$ cat config.mk
export PLATFORM = sky130hd
export DESIGN_NAME = ptom_fifo
export DESIGN_NICKNAME = d
export VERILOG_FILES = /design/src/rtl/ptom_pkg.sv /design/src/rtl/ptom_fifo.sv
export SDC_FILE = /design/constraint.sdc
export NUM_CORES = 1
export LEC_CHECK = 0
export ABC_AREA = 1
export BUFFER_PORTS_ARGS = -buffer_cell sky130_fd_sc_hd__buf_2
export CORE_MARGIN = 4
export CORE_UTILIZATION = 55
export CTS_BUF_LIST = sky130_fd_sc_hd__clkbuf_16
export DETAILED_ROUTE_END_ITERATION = 12
export PLACE_DENSITY_LB_ADDON = 0.2
export SLEW_MARGIN = 0
export SYNTH_ARGS = -nofsm -noshare
export SYNTH_HDL_FRONTEND = slang
export SYNTH_SLANG_ARGS = --single-unit
$ cat constraint.sdc
create_clock -name clk -period 9.9 [get_ports clk]
set_input_delay 2.97 -clock clk [delete_from_list [all_inputs] [get_ports clk]]
set_output_delay 2.97 -clock clk [all_outputs]
set_load 0.02 [all_outputs]
$ cat src/rtl/ptom_pkg.sv
package ptom_pkg;

	localparam int BOOK_DEPTH  = 32;
	localparam int CNT_W       = $clog2(BOOK_DEPTH + 1);
	localparam int PRICE_W     = 31;
	localparam int QTY_W       = 31;
	localparam int ID_W        = 32;
	localparam int STAMP_W     = 32;
	localparam int QUEUE_DEPTH = 2;
	localparam int QPTR_W      = $clog2(QUEUE_DEPTH);

	typedef enum logic [2:0] {
		KIND_TRADE    = 3'd0,
		KIND_SETTLED  = 3'd1,
		KIND_REJECTED = 3'd2,
		KIND_DROPPED  = 3'd3
	} kind_t;

	typedef struct packed {
		logic [PRICE_W-1:0] price;
		logic [QTY_W-1:0]   qty;
		logic [ID_W-1:0]    id;
		logic [STAMP_W-1:0] arrival;
	} book_entry_t;

	typedef struct packed {
		logic        invalid;
		logic        side;
		book_entry_t entry;
	} queue_item_t;

	typedef struct packed {
		logic             ins;
		logic             pop;
		logic             set_qty;
		logic [QTY_W-1:0] new_qty;
	} side_ctrl_t;

endpackage

$ cat src/rtl/ptom_fifo.sv
module ptom_fifo import ptom_pkg::*; (
	input  logic        clk,
	input  logic        arst_n,
	input  logic        push,
	input  queue_item_t push_item,
	output logic        full,
	input  logic        pop,
	output queue_item_t item,
	output logic        valid
);

	queue_item_t        mem_q [QUEUE_DEPTH];
	logic [QPTR_W-1:0]  wr_q;
	logic [QPTR_W-1:0]  rd_q;
	logic [QPTR_W:0]    fill_q;

	assign full  = (fill_q == (QPTR_W+1)'(QUEUE_DEPTH));
	assign valid = (fill_q != '0);
	assign item  = mem_q[rd_q];

	always_ff @(posedge clk or negedge arst_n) begin
		if (!arst_n) begin
			wr_q   <= '0;
			rd_q   <= '0;
			fill_q <= '0;
		end else begin
			if (push) wr_q <= wr_q + 1'b1;
			if (pop) rd_q <= rd_q + 1'b1;
			if (push && !pop) fill_q <= fill_q + 1'b1;
			else if (pop && !push) fill_q <= fill_q - 1'b1;
		end
	end

	always_ff @(posedge clk) begin
		if (push) mem_q[wr_q] <= push_item;
	end

endmodule

# Yosys cells after proc, flatten, opt, wreduce, memory -nomap -nowiden
# Memory sizes are Yosys's and may differ from the RTL's.
# Cells that the tools add are included.
# W data, S select, Z words.
# totals
register_bits	4
ramBits	256
out_inout_bits	130
wordCells	19
mem_count	1
# memory_table
memory	words	width	read_ports	rd_clocked_by_memory_dff	wr	line	text
mem_q	2	128	1	0	1	ptom_fifo.sv:12	queue_item_t mem_q [QUEUE_DEPTH];
# op_classes
add_sub_neg	4
n_eq_ne	1
mux	4
n_reduce_logical	6
# ops
op	n
$mux W2	2
$reduce_bool A2 Y1	2
$add A1 B1 Y1 const B	2
$add A2 B1 Y2 const B	1
$eq A2 B2 Y1 const B	1
$logic_and A1 B1 Y1	2
$logic_not A1 Y1	2
$mux W1	2
$sub A2 B1 Y2 const B	1

# Logic depth before layout (Yosys ltp)
# Gate-level depths: netlist (run 1).
# logic_depth
depth_word	4
ltp_mapped	7
depth_no_buf	7

# Worst setup path after synthesis (run 1)
# Ideal clock, no wire load.
# synth_timing
path_type	input-to-reg
startpoint	input push
endpoint	memory mem_q[0][0] (netlist name), enable pin
arrival_ns	8.364
slack_ns	0.916
cell_stages	2
n_path_buf	0
cell_sequence	inv_1 > nor2_1
# synth_via
elab_chain_len	2
# synth_rtl
element	line	text
start, declared	ptom_fifo.sv:4	input logic push,
$mux W1	ptom_fifo.sv:35	if (push) mem_q[wr_q] <= push_item;
$mux W1 (implied by the code)	ptom_fifo.sv:35	
end, declared	ptom_fifo.sv:12	
# No other way between the ends.

==> results of run 1 <==
path summary, 6_finish.rpt:
check                                 startpoint                      end  cells after the start
max in group asynchronous                 arst_n         rd_q$_DFFE_PN0P_                      1
min                        fill_q[1]$_DFFE_PN0P_    fill_q[1]$_DFFE_PN0P_                      2
max                             rd_q$_DFFE_PN0P_                 item[45]                      3
max reg2reg                     wr_q$_DFFE_PN0P_  mem_q[1][103]$_DFFE_PP_                      3
min in group asynchronous                 arst_n    fill_q[0]$_DFFE_PN0P_                      1
min reg2reg                fill_q[1]$_DFFE_PN0P_    fill_q[1]$_DFFE_PN0P_                      2
flip-flops by register name, summed over array words and instances (netlist names):
signal and count:
fill_q 2, mem_q 256, rd_q 1, wr_q 1
final cells by class:
cell class	instances	area share [%]
flip-flops and latches	260	66.1
multi-input cells	142	13.0
repair buffers	265	11.3
clock buffers	27	5.73
well taps	220	2.34
clock inverters	21	1.24
inverters	7	0.244
diodes	1	0.0212
stage by stage:
| step | util (%) | area [sq um] | hold slack (ns) | worst slack, ns | cells |
|---|---|---|---|---|---|
| 4_1_cts | 70.3 | 11800 | 0.483 | 3.91 | 942 |
| 6_report | 70.3 | 11800 | 0.486 | 3.94 | 943 |
| 3_5_place_dp | 65.4 | 11000 | 0.465 | 4.45 | 894 |
| 2_1_floorplan | - | 9490 | 0.442 | 0.916 | 423 |
| 5_1_grt | 70.3 | 11800 | 0.546 | 3.81 | 943 |
| 3_3_place_gp | 65.4 | 11000 | 0.454 | 4.51 | 894 |
placed cells by master (no fill, tap or decap), drive strengths merged:
cell        n
buf       265
bufinv      2
clkbuf     27
clkinv     10
clkinvlp    1
dfrtp       4
diode       1
edfxtp    256
ha          1
inv        15
mux2      128
nand2       6
nand3       1
nand4       1
nor2        2
xnor2       1
xor2        2
synthesized netlist by cell type:
cell type / count / area, sq um
nand3_1: 1 / 5.00
dfrtp_1: 4 / 100
inv_1: 7 / 26.3
nand2_1: 6 / 22.5
nand4_1: 1 / 6.26
buf_6: 13 / 146
buf_2: 1 / 5.00
edfxtp_1: 256 / 7690
ha_1: 1 / 12.5
nor2_1: 2 / 7.51
mux2_2: 128 / 1440
xnor2_1: 1 / 8.76
xor2_1: 2 / 17.5
report_power, final:
| part | switching, mW | leakage (nW) | internal, mW |
|---|---|---|---|
| clock network | 0.375 | 0.430 | 0.544 |
| logic | 0.646 | 1.63 | 0.417 |
| registers | 0.0872 | 2.45 | 1.46 |
cells by family after synthesis:
kind of cell	after synthesis	share of synthesized area (%)
DFF	260	82.1
muxes	128	15.2
buffers and inverters	21	1.87
and+or+nand+nor	10	0.435
xor gates and xnor gates	3	0.277
adders and majority gates	1	0.132
routing by layer:
metal,part of all wire (%),GRT usage (%),up-vias
li1,-,-,2230
met5,0.039,0,-
met3,6.7,4.29,39
met1,37,21.3,2418
met4,2.9,5.92,2
met2,53,31.9,177
worst max-delay path, delay by kind of cell (launching register included):
family | cells | cell delay (ns)
buf+inv | 2 | 1.05
flops | 1 | 0.86
mux | 1 | 0.44
==> reports/qor.yml, run 1 <==
power_and_ir_drop:
  ir_drop_mv: 0.181
  total_power_mw: 3.53
  power_density_nw_per_um2: 300
  leakagePower_nw: 4.51
synth:
  avgSynthCellArea_sq_um: 22.4
  synthCells: 423
  syn_area_sq_um: 9490
  synth-seq-cells: 260
  syn-num-nets: 556
  synthDistinctLibCells: 13
  ys_seq_area_share_pct: 82.1
  yosys_warnings: 0
clocking:
  root_buffer: "clkbuf_16"
  ctsHoldBuffers: 0
  tritoncts: "built"
  htreeDepth: 1
  post_cts_resized: 0
  clock_latency_ns: 0.51
  cts_buffers: 26
  clk_pin_slew_worst_paths_ns: 0.06
  clock-sinks: 260
  cts_max_path_buffers: 3
  postCtsSetupRepairBufs: 0
hold_path:
  hold_class: "flip-flop to flip-flop"
setup_path:
  path_cells: "buf_4 > mux2_2 > buf_2"
  path_class: "flip-flop to output pin"
  crit_path_start_kind: "flip-flop"
  max_stage_delay_ns: 0.88
  end_kind: "output pin"
  rrSetupSlack_ns: 7.51
  cp_max_fo: 77
  crit_required_ns: 6.93
  cp.arrival_ns: 2.99
  critPathSlowestCell: "buf_4"
detailed_routing:
  drt_iter0_markers: 276
  antenna_left: 0
  via_per_inst: 5.16
  vias: 4866
  drt_first_pass_iters: 4
  wl_per_cell_microns: 19.1
  wl_mm: 18.0
  route.detailed.drc: 0
floorplanning:
  fp.coreArea_sq_um: 16800
  die_x_microns: 139
  pin_count: 262
  die_h_microns: 139
  num_rows: 47
  dieArea_sq_um: 19400
  initial_core_util_pct: 56.6
global_routing:
  grt_max_degree: 78
  antenna_found_initial: 2
  grt-ovfl-total: 0
  grt_pass1_wl_mm: 27.4
  grt_use_total_pct: 17.8
  grt_pass1_vias: 5196
cells_and_area:
  drive_above_1_share_pct: 59.8
  multi_input_area_sq_um: 1530
  seqCellArea_sq_um: 7790
  layout.nets: 835
  area_delta_synth_final_pct: 24.2
  fillerInstances: 1126
flow_run:
  drv_cap: 0
placement:
  globalplace.congestion: 0.774
  port_buffers: 261
  dp_hpwl_mm: 12.0
sta:
  fin_skew_ns: 0.00446
  finalSetupViolCount: 0
  slew_headroom_pct: 31.7
  hold_viol: 0
  finalCriticalPeriod_ns: 5.96
  worst_pin_slew_ns: 1.02
  slew_violations: 0
  max_clock_freq_mhz: 168
  setup_tns_ns: 0
  rsz0062_at_grt: "no"
  finalCritPeriodShare_pct: 60.2
outcome:
  status: "complete, no violations"
No activity file was read; power rests on OpenSTA's default activity.
==> inputs of run 2 (changes only) <==
Settings changed: ABC_AREA 1 to 0, CORE_UTILIZATION 55 to 47.
Clock period 9.9 ns to 4.9 ns, I/O delays scaled along.
==> run 2 against run 1 <==
Die area increased by 16%. Count of clock-buffer cells in the layout stayed put. Sequential power grew 98%. Global-route usage is 2.4 points lower. First-iteration DRC count shrank 28%. Largest power group unchanged.
==> reports/qor.yml, run 2 <==
global_routing:
  grt_use_total_pct: 15.4
  antenna_found_initial: 2
  grt_max_degree: 66
  grt_pass1_vias: 5040
  grt_pass1_wl_mm: 26.8
  grt-ovfl-total: 0
setup_path:
  cp_max_fo: 48
  crit_required_ns: 3.43
  end_kind: "output pin"
  crit_path_start_kind: "flip-flop"
  cp.arrival_ns: 2.30
  path_class: "flip-flop to output pin"
detailed_routing:
  route.detailed.drc: 0
  drt_first_pass_iters: 4
  drt_iter0_markers: 198
  antenna_left: 0
  wl_mm: 18.1
  vias: 4797
  wl_per_cell_microns: 18.4
  via_per_inst: 4.88
power_and_ir_drop:
  leakagePower_nw: 4.50
  total_power_mw: 7.17
  ir_drop_mv: 0.399
  power_density_nw_per_um2: 603
cells_and_area:
  stdcell_count: 984
  layout.nets: 829
  largest_reg_flops: 256
  final_common_cell: "buf_2"
  drive_above_1_share_pct: 60.9
  regMostFlops: "mem_q"
  area_delta_synth_final_pct: 25.6
  reg.largest.list: "mem_q: 256 flops, fill_q: 2 flops"
  final_cell_mix: "buf_2, edfxtp_1, mux2_2, clkbuf_16, inv_1"
clocking:
  tritoncts: "built"
  cts_max_path_buffers: 3
  cts_buffers: 26
  postCtsSetupRepairBufs: 0
  clock_latency_ns: 0.51
  clk_pin_slew_worst_paths_ns: 0.06
  ctsHoldBuffers: 0
  root_buffer: "clkbuf_16"
  post_cts_resized: 0
  clock-sinks: 260
  htreeDepth: 1
synth:
  synth_commonest_cells: "edfxtp_1, mux2_2, buf_6, dfrtp_1, xor2_1"
  async_flop_share_pct: 1.54
  synth-edff-count: 256
  synth_area_leaders: "edfxtp_1, mux2_2, buf_6"
  yosys.area.top_type: "edfxtp_1"
  synthCells: 414
  yosysMostFrequentCell: "edfxtp_1"
  yosys_warnings: 0
  syn_area_sq_um: 9470
  ys.flop_type: "edfxtp_1"
  synth-seq-cells: 260
  ys_seq_area_share_pct: 82.2
  avgSynthCellArea_sq_um: 22.9
  synth_top_area_share_pct: 81.2
  syn-num-nets: 547
  synthDistinctLibCells: 13
sta:
  rsz0062_at_grt: "no"
  hold_viol: 0
  max_clock_freq_mhz: 266
  holdWs_ns: 0.495
  slew_violations: 0
  fin_skew_ns: 0.00841
  slew_headroom_pct: 43.2
  worst_pin_slew_ns: 0.850
  finalCriticalPeriod_ns: 3.77
  finalCritPeriodShare_pct: 76.8
  finalSetupViolCount: 0
  setup_tns_ns: 0
floorplanning:
  dieArea_sq_um: 22500
  fp.coreArea_sq_um: 19700
  die_x_microns: 150
  pin_count: 262
  initial_core_util_pct: 48.2
  num_rows: 51
  die_h_microns: 150
placement:
  place_inst: 933
  port_buffers: 261
  dp_hpwl_mm: 12.2
  globalplace.congestion: 0.731
outcome:
  status: "complete, no violations"
hold_path:
  hold_class: "flip-flop to flip-flop"
flow_run:
  drv_cap: 0
run 2: cell count changes after synthesis, sizes merged:
cell and delta:
and2 +1, inv -6, nand2 -6, nand3 -1
nand4 -1, nor2 -1, nor2b +2, or2 +1
xor2 +2
run 2: kinds of logic after synthesis:
group / count (synthesis) / share of synthesized area [%]
xor gates and xnor gates: 5 / 0.462
and+or+nand+nor: 5 / 0.304
buffers and inverters: 15 / 1.64
DFF: 260 / 82.2
adders and majority gates: 1 / 0.132
muxes: 128 / 15.2
run 2: per-layer routing:
| layer | wire length [microns] | share of wire (%) | vias up | track usage, % |
|---|---|---|---|---|
| met5 | 0 | 0 | - | 0 |
| met4 | 514 | 2.8 | 0 | 5.54 |
| met3 | 1640 | 9.0 | 36 | 4.72 |
| met2 | 9340 | 51 | 188 | 26.6 |
| met1 | 6640 | 37 | 2358 | 18.2 |
| li1 | - | - | 2215 | - |
run 2: per-stage QoR:
step                      util, %  setup slack, ns  area [sq um]
after floorplan                 -           0.0101          9480
after global placement       56.3             1.70         11100
after detailed placement     56.3             1.66         11100
after CTS                    60.5             1.10         11900
after global routing         60.5             1.03         11900
final                        60.5             1.13         11900
run 2: cell type report:
class                      instances  area [sq um]
clock inverter                    21           148
sequential                       260          7790
antenna                            3          7.51
inverter                           1          3.75
clock buffer                      27           676
fill                            1506          7760
timing repair buffer             268          1400
multi-input combinational        139          1540
tap                              265           332
run 2: final timing paths:
path                                             from                     end  slack (ns)  cells past startpoint
worst max-delay path                 rd_q$_DFFE_PN0P_                item[61]        1.13                      3
worst min-delay path            fill_q[1]$_DFFE_PN0P_   fill_q[1]$_DFFE_PN0P_        0.50                      1
worst max register to register       wr_q$_DFFE_PN0P_  mem_q[0][91]$_DFFE_PP_        2.97                      2
worst min register to register  fill_q[1]$_DFFE_PN0P_   fill_q[1]$_DFFE_PN0P_        0.50                      1
max in group asynchronous                      arst_n        rd_q$_DFFE_PN0P_        3.97                      1
min in group asynchronous                      arst_n        wr_q$_DFFE_PN0P_        0.77                      1
run 2: power breakdown:
| group | leakage [nW] | switching, mW | total [mW] | internal (mW) |
|---|---|---|---|---|
| combinational | 1.63 | 1.35 | 2.23 | 0.876 |
| clock | 0.426 | 0.765 | 1.86 | 1.10 |
| sequential | 2.45 | 0.123 | 3.07 | 2.95 |
| total | 4.50 | 2.24 | 7.17 | 4.92 |
run 2: worst max-delay path, cell delays in order (launching register included):
cell and delay, ns:
dfrtp_4 0.59, buf_4 0.56, mux2_2 0.43, buf_2 0.16
