File: src/rtl/ptom_pkg.sv
package ptom_pkg;

	localparam int BOOK_DEPTH  = 32;
	localparam int CNT_W       = $clog2(BOOK_DEPTH + 1);
	localparam int PRICE_W     = 31;
	localparam int QTY_W       = 31;
	localparam int ID_W        = 32;
	localparam int STAMP_W     = 32;
	localparam int QUEUE_DEPTH = 2;
	localparam int QPTR_W      = $clog2(QUEUE_DEPTH);

	typedef enum logic [2:0] {
		KIND_TRADE    = 3'd0,
		KIND_SETTLED  = 3'd1,
		KIND_REJECTED = 3'd2,
		KIND_DROPPED  = 3'd3
	} kind_t;

	typedef struct packed {
		logic [PRICE_W-1:0] price;
		logic [QTY_W-1:0]   qty;
		logic [ID_W-1:0]    id;
		logic [STAMP_W-1:0] arrival;
	} book_entry_t;

	typedef struct packed {
		logic        invalid;
		logic        side;
		book_entry_t entry;
	} queue_item_t;

	typedef struct packed {
		logic             ins;
		logic             pop;
		logic             set_qty;
		logic [QTY_W-1:0] new_qty;
	} side_ctrl_t;

endpackage

File: src/rtl/ptom_order_if.sv
interface ptom_order_if;
	logic        valid;
	logic        ready;
	logic        side;
	logic [31:0] order_id;
	logic signed [31:0] price;
	logic signed [31:0] quantity;
	logic [31:0] arrival_time;

	modport source (output valid, side, order_id, price, quantity, arrival_time, input ready);
	modport sink (input valid, side, order_id, price, quantity, arrival_time, output ready);
endinterface

File: src/rtl/ptom_front.sv
module ptom_front import ptom_pkg::*; (
	input  logic         clk,
	input  logic         arst_n,
	ptom_order_if.sink   order,
	output logic         push,
	output queue_item_t  push_item,
	input  logic         full
);

	logic        valid_s1;
	queue_item_t item_s1;
	logic        bad;

	// positive means sign clear and nonzero
	assign bad = order.price[31] || (order.price == 32'sd0) ||
		order.quantity[31] || (order.quantity == 32'sd0);

	assign push        = valid_s1 && !full;
	assign push_item   = item_s1;
	assign order.ready = !valid_s1 || !full;

	always_ff @(posedge clk or negedge arst_n) begin
		if (!arst_n) begin
			valid_s1 <= 1'b0;
		end else if (order.ready) begin
			valid_s1 <= order.valid;
		end
	end

	always_ff @(posedge clk) begin
		if (order.valid && order.ready) begin
			item_s1.invalid       <= bad;
			item_s1.side          <= order.side;
			item_s1.entry.price   <= order.price[PRICE_W-1:0];
			item_s1.entry.qty     <= order.quantity[QTY_W-1:0];
			item_s1.entry.id      <= order.order_id;
			item_s1.entry.arrival <= order.arrival_time;
		end
	end

endmodule

File: src/flat_wrapper.sv
// flat-port wrapper written by rule: the top's interface ports become plain ports
module ptom_front_flat import ptom_pkg::*;
  (clk, arst_n, push, push_item, full, order_valid, order_side, order_order_id, order_price, order_quantity, order_arrival_time, order_ready);
  ptom_order_if order_i ();
  input  logic clk;
  input  logic arst_n;
  output logic push;
  output queue_item_t push_item;
  input  logic full;
  input wire logic [$bits(order_i.valid)-1:0] order_valid;
  input wire logic [$bits(order_i.side)-1:0] order_side;
  input wire logic [$bits(order_i.order_id)-1:0] order_order_id;
  input wire logic [$bits(order_i.price)-1:0] order_price;
  input wire logic [$bits(order_i.quantity)-1:0] order_quantity;
  input wire logic [$bits(order_i.arrival_time)-1:0] order_arrival_time;
  output wire logic [$bits(order_i.ready)-1:0] order_ready;
  assign order_i.valid = order_valid;
  assign order_i.side = order_side;
  assign order_i.order_id = order_order_id;
  assign order_i.price = order_price;
  assign order_i.quantity = order_quantity;
  assign order_i.arrival_time = order_arrival_time;
  assign order_ready = order_i.ready;
  ptom_front u_core (.clk(clk), .arst_n(arst_n), .order(order_i), .push(push), .push_item(push_item), .full(full));
endmodule
File: config.mk
export PLATFORM = sky130hd
export DESIGN_NAME = ptom_front_flat
export DESIGN_NICKNAME = d
export VERILOG_FILES = /design/src/rtl/ptom_pkg.sv /design/src/rtl/ptom_order_if.sv /design/src/rtl/ptom_front.sv /design/src/flat_wrapper.sv
export SDC_FILE = /design/constraint.sdc
export NUM_CORES = 1
export LEC_CHECK = 0
export BUFFER_PORTS_ARGS = -buffer_cell sky130_fd_sc_hd__buf_2
export CAP_MARGIN = 15
export CORE_MARGIN = 10
export CORE_UTILIZATION = 41
export DETAILED_ROUTE_END_ITERATION = 8
export GPL_TIMING_DRIVEN = 0
export HOLD_SLACK_MARGIN = 0.08
export PLACE_DENSITY_LB_ADDON = 0.25
export SLEW_MARGIN = 20
export SYNTH_ARGS = -nofsm -noshare
export SYNTH_HDL_FRONTEND = slang
export SYNTH_SLANG_ARGS = --single-unit
export TNS_END_PERCENT = 20
File: constraint.sdc
create_clock -name clk -period 5.4 [get_ports clk]
set_input_delay 0.54 -clock clk [delete_from_list [all_inputs] [get_ports clk]]
set_output_delay 0.54 -clock clk [all_outputs]
set_load 0.01 [all_outputs]
Yosys cells after proc, flatten, opt, wreduce, memory -nomap -nowiden
Cells that the tools add are included.
Cells by class
  reductions and logical operators: 10
Operator list (count)
  $logic_not A32 Y1: 2
  $logic_or A1 B1 Y1: 4
  $logic_and A1 B1 Y1: 2
  $logic_not A1 Y1: 2
Storage, ports and cells
  register bits: 129
  bits of input ports: 133
  output and inout bits: 130
  word-level logic and storage cells: 17

Longest topological paths before layout
Gate-level depths: netlist of the first run.
  word-level depth: 4
  mapped depth: 4
  gate-level depth less buffers: 4

Least setup slack after synthesis of the first run
OpenSTA, ideal clock, no wires.
  path type: input to register
  start point: input full
  end point: register u_core.item_s1, in the netlist u_core.push_item[0] (enable)
  setup time: 503 ps
  arrival time: 3656 ps
  required time: 4897 ps
  setup slack: 1242 ps
  stages: 2
  buffers on the path: 0
  cells stage by stage: nand2_1 and2_1
On the way
  cells in the longest elaborated chain, start to end: 3
RTL lines
  start: declaration: RTL line flat_wrapper.sv:9  | input logic full;
  $logic_not A1 Y1: RTL line ptom_front.sv:20  | assign order.ready = !valid_s1 || !full;
  $logic_or A1 B1 Y1: RTL line ptom_front.sv:20
  $logic_and A1 B1 Y1: RTL line ptom_front.sv:31  | if (order.valid && order.ready) begin
  end: declaration: RTL line ptom_front.sv:11  | queue_item_t item_s1;
No other way between the ends.
A chain may end at the register's enable or synchronous reset.

Final worst setup path of the first run
  start point: register u_core.valid_s1
  end point: output push
On the way
  cells in the longest elaborated chain, start to end: 1
RTL lines
  start: declaration: RTL line ptom_front.sv:10  | logic valid_s1;
  start signal: assignment: RTL line ptom_front.sv:26  | valid_s1 <= order.valid;
  $logic_and A1 B1 Y1: RTL line ptom_front.sv:18  | assign push = valid_s1 && !full;
  end: declaration: RTL line flat_wrapper.sv:7  | output logic push;
No other way between the ends.

==> impl_metrics.toml, run 1 <==
[status]
status = "finished, final reports clean"

[critical_path]
path_delay_family = "flip-flops"
path_buf_inv = 1
r2r_cells = 3
critical_path_arrival_ns = 1.12
crit_path_max_fanout = 2
cp-end-kind = "output port"
startpoint_type = "flip-flop"
r2r-start = "u_core.valid_s1$_DFFE_PN0N_"
cp_slowest_cell = "dfrtp_1"
r2r_slack_ns = 3.77
path_class = "flip-flop to output port"
max_stage_delay_ns = 0.37
r2r_end = "u_core.push_item[102]$_DFFE_PP_"
worstPathRequired_ns = 4.86
cp_cell_sequence = "nor2b_1, buf_2"

[global_routing]
grt_pass1_vias = 2995
antenna_found_initial = 0
grt_pass1_wl_um = 17700
grt_start_max_net_pins = 53
grt_overflow = 0
grt_usage_pct = 16.4

[power]
power_mw = 2.43
p_per_area_nw_per_um2 = 396
peakVddDrop_v = 0.000224
p_leak_nw = 2.58

[logic_synthesis]
synth_compound_area_share_pct = 0
synthesis.area_um2 = 4030
yosysUniqueCellTypes = 10
yosys.area_share.simple_pct = 4.03
synthXorXnorAreaFrac_pct = 0
synth_top_family_by_area = "simple AND/OR/NAND/NOR gates"
syn_nets = 289
syn_inst = 156
ys_ff_latch = 129
synth.avg_cell_area_um2 = 25.8
yosys_warnings = 0
yosys.area_share.adder_pct = 0
synthMuxAreaShare_pct = 0
yosysSeqAreaShare_pct = 96.0

[cells_and_area]
area_growth_pct = 52.1
drive_gt1_share_pct = 64.8
postLayoutCoreUtil_pct = 63.3
ff_latch_area_um2 = 3870
final_net_count = 573
insertedDiodeCount = 0
fillers = 743
multi_input_area_um2 = 165

[clock_network]
clock_path_buffers = 2
cts_buffers = 17
htreeDepth = 4
cts_root_buffer = "clkbuf_8"
postCtsResizedCells = 0
cts_num_sinks = 129
clk_pin_slew_ns = 0.06
cts_tree = "yes"
clk_latency_ns = 0.50

[floorplan]
die_h_um = 119
rows = 36
core_um2 = 9680
initial_utilization_pct = 41.6
ios = 263
die_x_um = 119
die_area_um2 = 14200

[drt]
vias = 2692
drc = 0
final_antenna_net_count = 0
post_drt_wl_per_cell_um = 20.3
drtIter0Drc = 197
routed_wl_um = 11900
drtPass1Iterations = 4
post_drt_via_cell_ratio = 4.60

[place]
gp_congestion = 0.796
portBuffers = 262
post-dp-hpwl_um = 9540
dp_slack_ns = 3.50

[timing]
setup_ws_ns = 3.74
grt_setup_unrepaired = "false"
fin_crit_sh_pct = 30.8
tns_ns = 0
setup_violations = 0
worst_clock_skew_ns = 0.00841
layout_min_cycle_time_ns = 1.66
tightest_slew_ns = 0.508
hold_violations = 0
slew_headroom_pct = 66.2
slew_viol_final = 0
max_freq_ghz = 0.601

[worst_hold_path]
holdPathStages = 1
hp-start = "order_arrival_time[5]"
hold_path_end = "u_core.push_item[5]$_DFFE_PP_"
hold_class = "primary input to flip-flop"

[flow_run]
cap_violations = 0
area by class of cell:
cell class                 instances  area share [%]
clock buffer                      19            6.87
clock inverter                    12            2.33
timing repair buffer             265            22.3
tap                              133            2.71
multi-input combinational         27            2.69
sequential                       129            63.1
state kept, by name, summed over array words and instances, names as in the netlist:
name / flops
u_core.push_item: 128
u_core.valid_s1: 1
power by group:
part / total (mW) / internal [mW] / switching, mW
Clock: 1.08 / 0.694 / 0.383
Sequential: 1.18 / 1.17 / 0.0116
Combinational: 0.174 / 0.0748 / 0.0993
synthesized netlist by cell type:
| library cell | count | area share, % |
|---|---|---|
| and2_1 | 1 | 0.16 |
| dfrtp_1 | 1 | 0.62 |
| edfxtp_1 | 128 | 95 |
| nand2_1 | 1 | 0.093 |
| nand2b_1 | 1 | 0.16 |
| nand4_1 | 4 | 0.62 |
| nor2_1 | 2 | 0.19 |
| nor2b_1 | 1 | 0.16 |
| nor4_1 | 16 | 2.5 |
| or4_1 | 1 | 0.19 |
cells by family after synthesis:
kind of cell / after synthesis
flip-flops: 129
AND/OR/NAND/NOR: 27
layer usage:
metal  up-vias  track usage [%]  part of all wire (%)
met5         -                0                     0
li1       1233                -                     -
met2       188             26.7                    49
met3        17             9.49                    13
met1      1254             17.2                    36
met4         0             6.11                   1.4
worst max path at each step:
stage | from | endpoint | slack (ns) | depth (start not counted)
2_1_floorplan | full | u_core.push_item[0]$_DFFE_PP_ | 1.24 | 2
3_3_place_gp | full | u_core.push_item[48]$_DFFE_PP_ | 0.22 | 3
3_5_place_dp | full | u_core.push_item[2]$_DFFE_PP_ | 3.50 | 4
4_1_cts | u_core.valid_s1$_DFFE_PN0N_ | push | 3.70 | 2
5_1_grt | u_core.valid_s1$_DFFE_PN0N_ | push | 3.67 | 2
6_report | u_core.valid_s1$_DFFE_PN0N_ | push | 3.74 | 2
cell usage in the layout (no fill, tap or decap), drive strengths merged:
cell,netlist,final
and2,1,1
buf,0,264
bufinv,0,3
clkbuf,0,19
clkinv,0,7
clkinvlp,0,2
dfrtp,1,1
dlygate4sd3,0,1
edfxtp,128,128
nand2,1,1
nand2b,1,1
nand4,4,4
nor2,2,2
nor2b,1,1
nor4,16,16
or4,1,1
worst reg2reg max path, stage by stage, from the launching register on:
cell and delay [ns]:
dfrtp_1 0.37, nand2_1 0.09, and2_4 0.48, buf_16 0.33
metrics by stage:
step / hold WS [ns] / area (µm²) / std cells
6_report: 0.217 / 6130 / 585
5_1_grt: 0.181 / 6130 / 585
2_1_floorplan: 0.244 / 4030 / 156
4_1_cts: 0.182 / 6130 / 585
3_5_place_dp: 0.320 / 5560 / 553
3_3_place_gp: 0.317 / 5510 / 551
repair_timing:
| item | in CTS | in global routing |
|---|---|---|
| endpoints found under the hold margin | 1 | 0 |
| buffers inserted | 0 | 0 |
| hold buffers | 1 | 0 |
Note: power is estimated with default switching activity, not from simulation.
==> run 2, diff against run 1 <==
Settings changed: CORE_UTILIZATION 41 to 37.
Clock period 5.4 ns to 1.5 ns, I/O delays scaled along.
==> impl_metrics.toml, run 2 <==
[logic_synthesis]
syn_inst = 156
yosys.area.top_type_share_pct = 95.3
ys.flop_type = "edfxtp_1"
yosysUniqueCellTypes = 10
syn_nets = 289
synthArstFlopShare_pct = 0.775
yosysMostFrequentCell = "edfxtp_1"
yosysSeqAreaShare_pct = 96.0
synth.cells.most_frequent = "edfxtp_1 (128), nor4_1 (16), nand4_1 (4)"
synth_edf_count = 128
yosys_warnings = 0
synthesis.area_um2 = 4030
synth.avg_cell_area_um2 = 25.8
ys_ff_latch = 129
synth_area_leaders = "edfxtp_1 (95%), nor4_1 (2.5%), dfrtp_1 (0.62%), nand4_1 (0.62%), nor2_1 (0.19%)"
yosysTopAreaCell = "edfxtp_1"

[status]
stop_error = "[ERROR RSZ-0060] Max buffer count reached."
flow.stopped_at = "clock tree synthesis"
status = "aborted with a tool error"

[clock_network]
cts-hold-fix-buffers = 120
postCtsResizedCells = 1
post_cts_buffers = 2
cts_num_sinks = 129
htreeDepth = 4
clock_path_buffers = 2
cts_buffers = 17
cts_root_buffer = "clkbuf_8"

[place]
post-dp-hpwl_um = 9770
gp_congestion = 0.769
portBuffers = 262
dp_slack_ns = -0.324

[floorplan]
die_x_um = 124
initial_utilization_pct = 37.5
die_h_um = 124
ios = 263
rows = 38
-- run 2: cell counts after synthesis --
No cell type changed its count.
-- run 2: through the flow --
stage | area (µm²) | hold WS (ns) | instances
3_5_place_dp | 5580 | -0.0705 | 560
3_3_place_gp | 5520 | -0.0733 | 558
2_1_floorplan | 4040 | -0.146 | 156
-- run 2: kinds of logic after synthesis --
| group | share of synthesized area, % |
|---|---|
| simple gates | 4.04 |
| flops | 96.0 |
==> run 3, diff against run 2 <==
Settings changed: CORE_UTILIZATION 37 to 38, HOLD_SLACK_MARGIN 0.08 to not set, PLACE_DENSITY_LB_ADDON 0.25 to 0.15.
Clock period 1.5 ns to 2 ns, I/O delays scaled along.
==> impl_metrics.toml, run 3 <==
[clock_network]
post_cts_buffers = 0
postCtsResizedCells = 0
clock_path_buffers = 2
cts-hold-fix-buffers = 118
cts_root_buffer = "clkbuf_8"
cts_buffers = 17
htreeDepth = 4
cts_num_sinks = 129

[logic_synthesis]
synthMuxAreaShare_pct = 0
yosysUniqueCellTypes = 10
yosysSeqAreaShare_pct = 96.0
yosysMostFrequentCell = "edfxtp_1"
yosys.area.top_type_share_pct = 95.3
synth_compound_area_share_pct = 0
synth.cells.most_frequent = "edfxtp_1 (128), nor4_1 (16), nand4_1 (4)"
syn_nets = 289
yosys.area_share.adder_pct = 0
synth_top_family_by_area = "simple AND/OR/NAND/NOR gates"
ys.flop_type = "edfxtp_1"
synth.avg_cell_area_um2 = 25.8
synthArstFlopShare_pct = 0.775
synth_area_leaders = "edfxtp_1 (95%), nor4_1 (2.5%), dfrtp_1 (0.62%), nand4_1 (0.62%), nor2_1 (0.19%)"
syn_inst = 156
synthXorXnorAreaFrac_pct = 0
ys_ff_latch = 129
yosys_warnings = 0
yosys.area_share.simple_pct = 4.03
synth_edf_count = 128
synthesis.area_um2 = 4030
yosysTopAreaCell = "edfxtp_1"

[floorplan]
ios = 263
initial_utilization_pct = 39.0
die_x_um = 123
rows = 37
die_h_um = 123

[place]
portBuffers = 262
gp_congestion = 0.791
post-dp-hpwl_um = 9540
dp_slack_ns = 0.168

[status]
status = "aborted with a tool error"
stop_error = "[ERROR RSZ-0060] Max buffer count reached."
flow.stopped_at = "clock tree synthesis"
run 3: cell families after synthesis:
family | Yosys count
simple gates | 27
flops | 129
run 3: through the flow:
step | cell area, µm² | util (%) | cells | hold WS, ns
after detailed placement | 5570 | 54.0 | 556 | -0.0228
after global placement | 5520 | 53.4 | 554 | -0.0251
after floorplan | 4030 | - | 156 | -0.0956
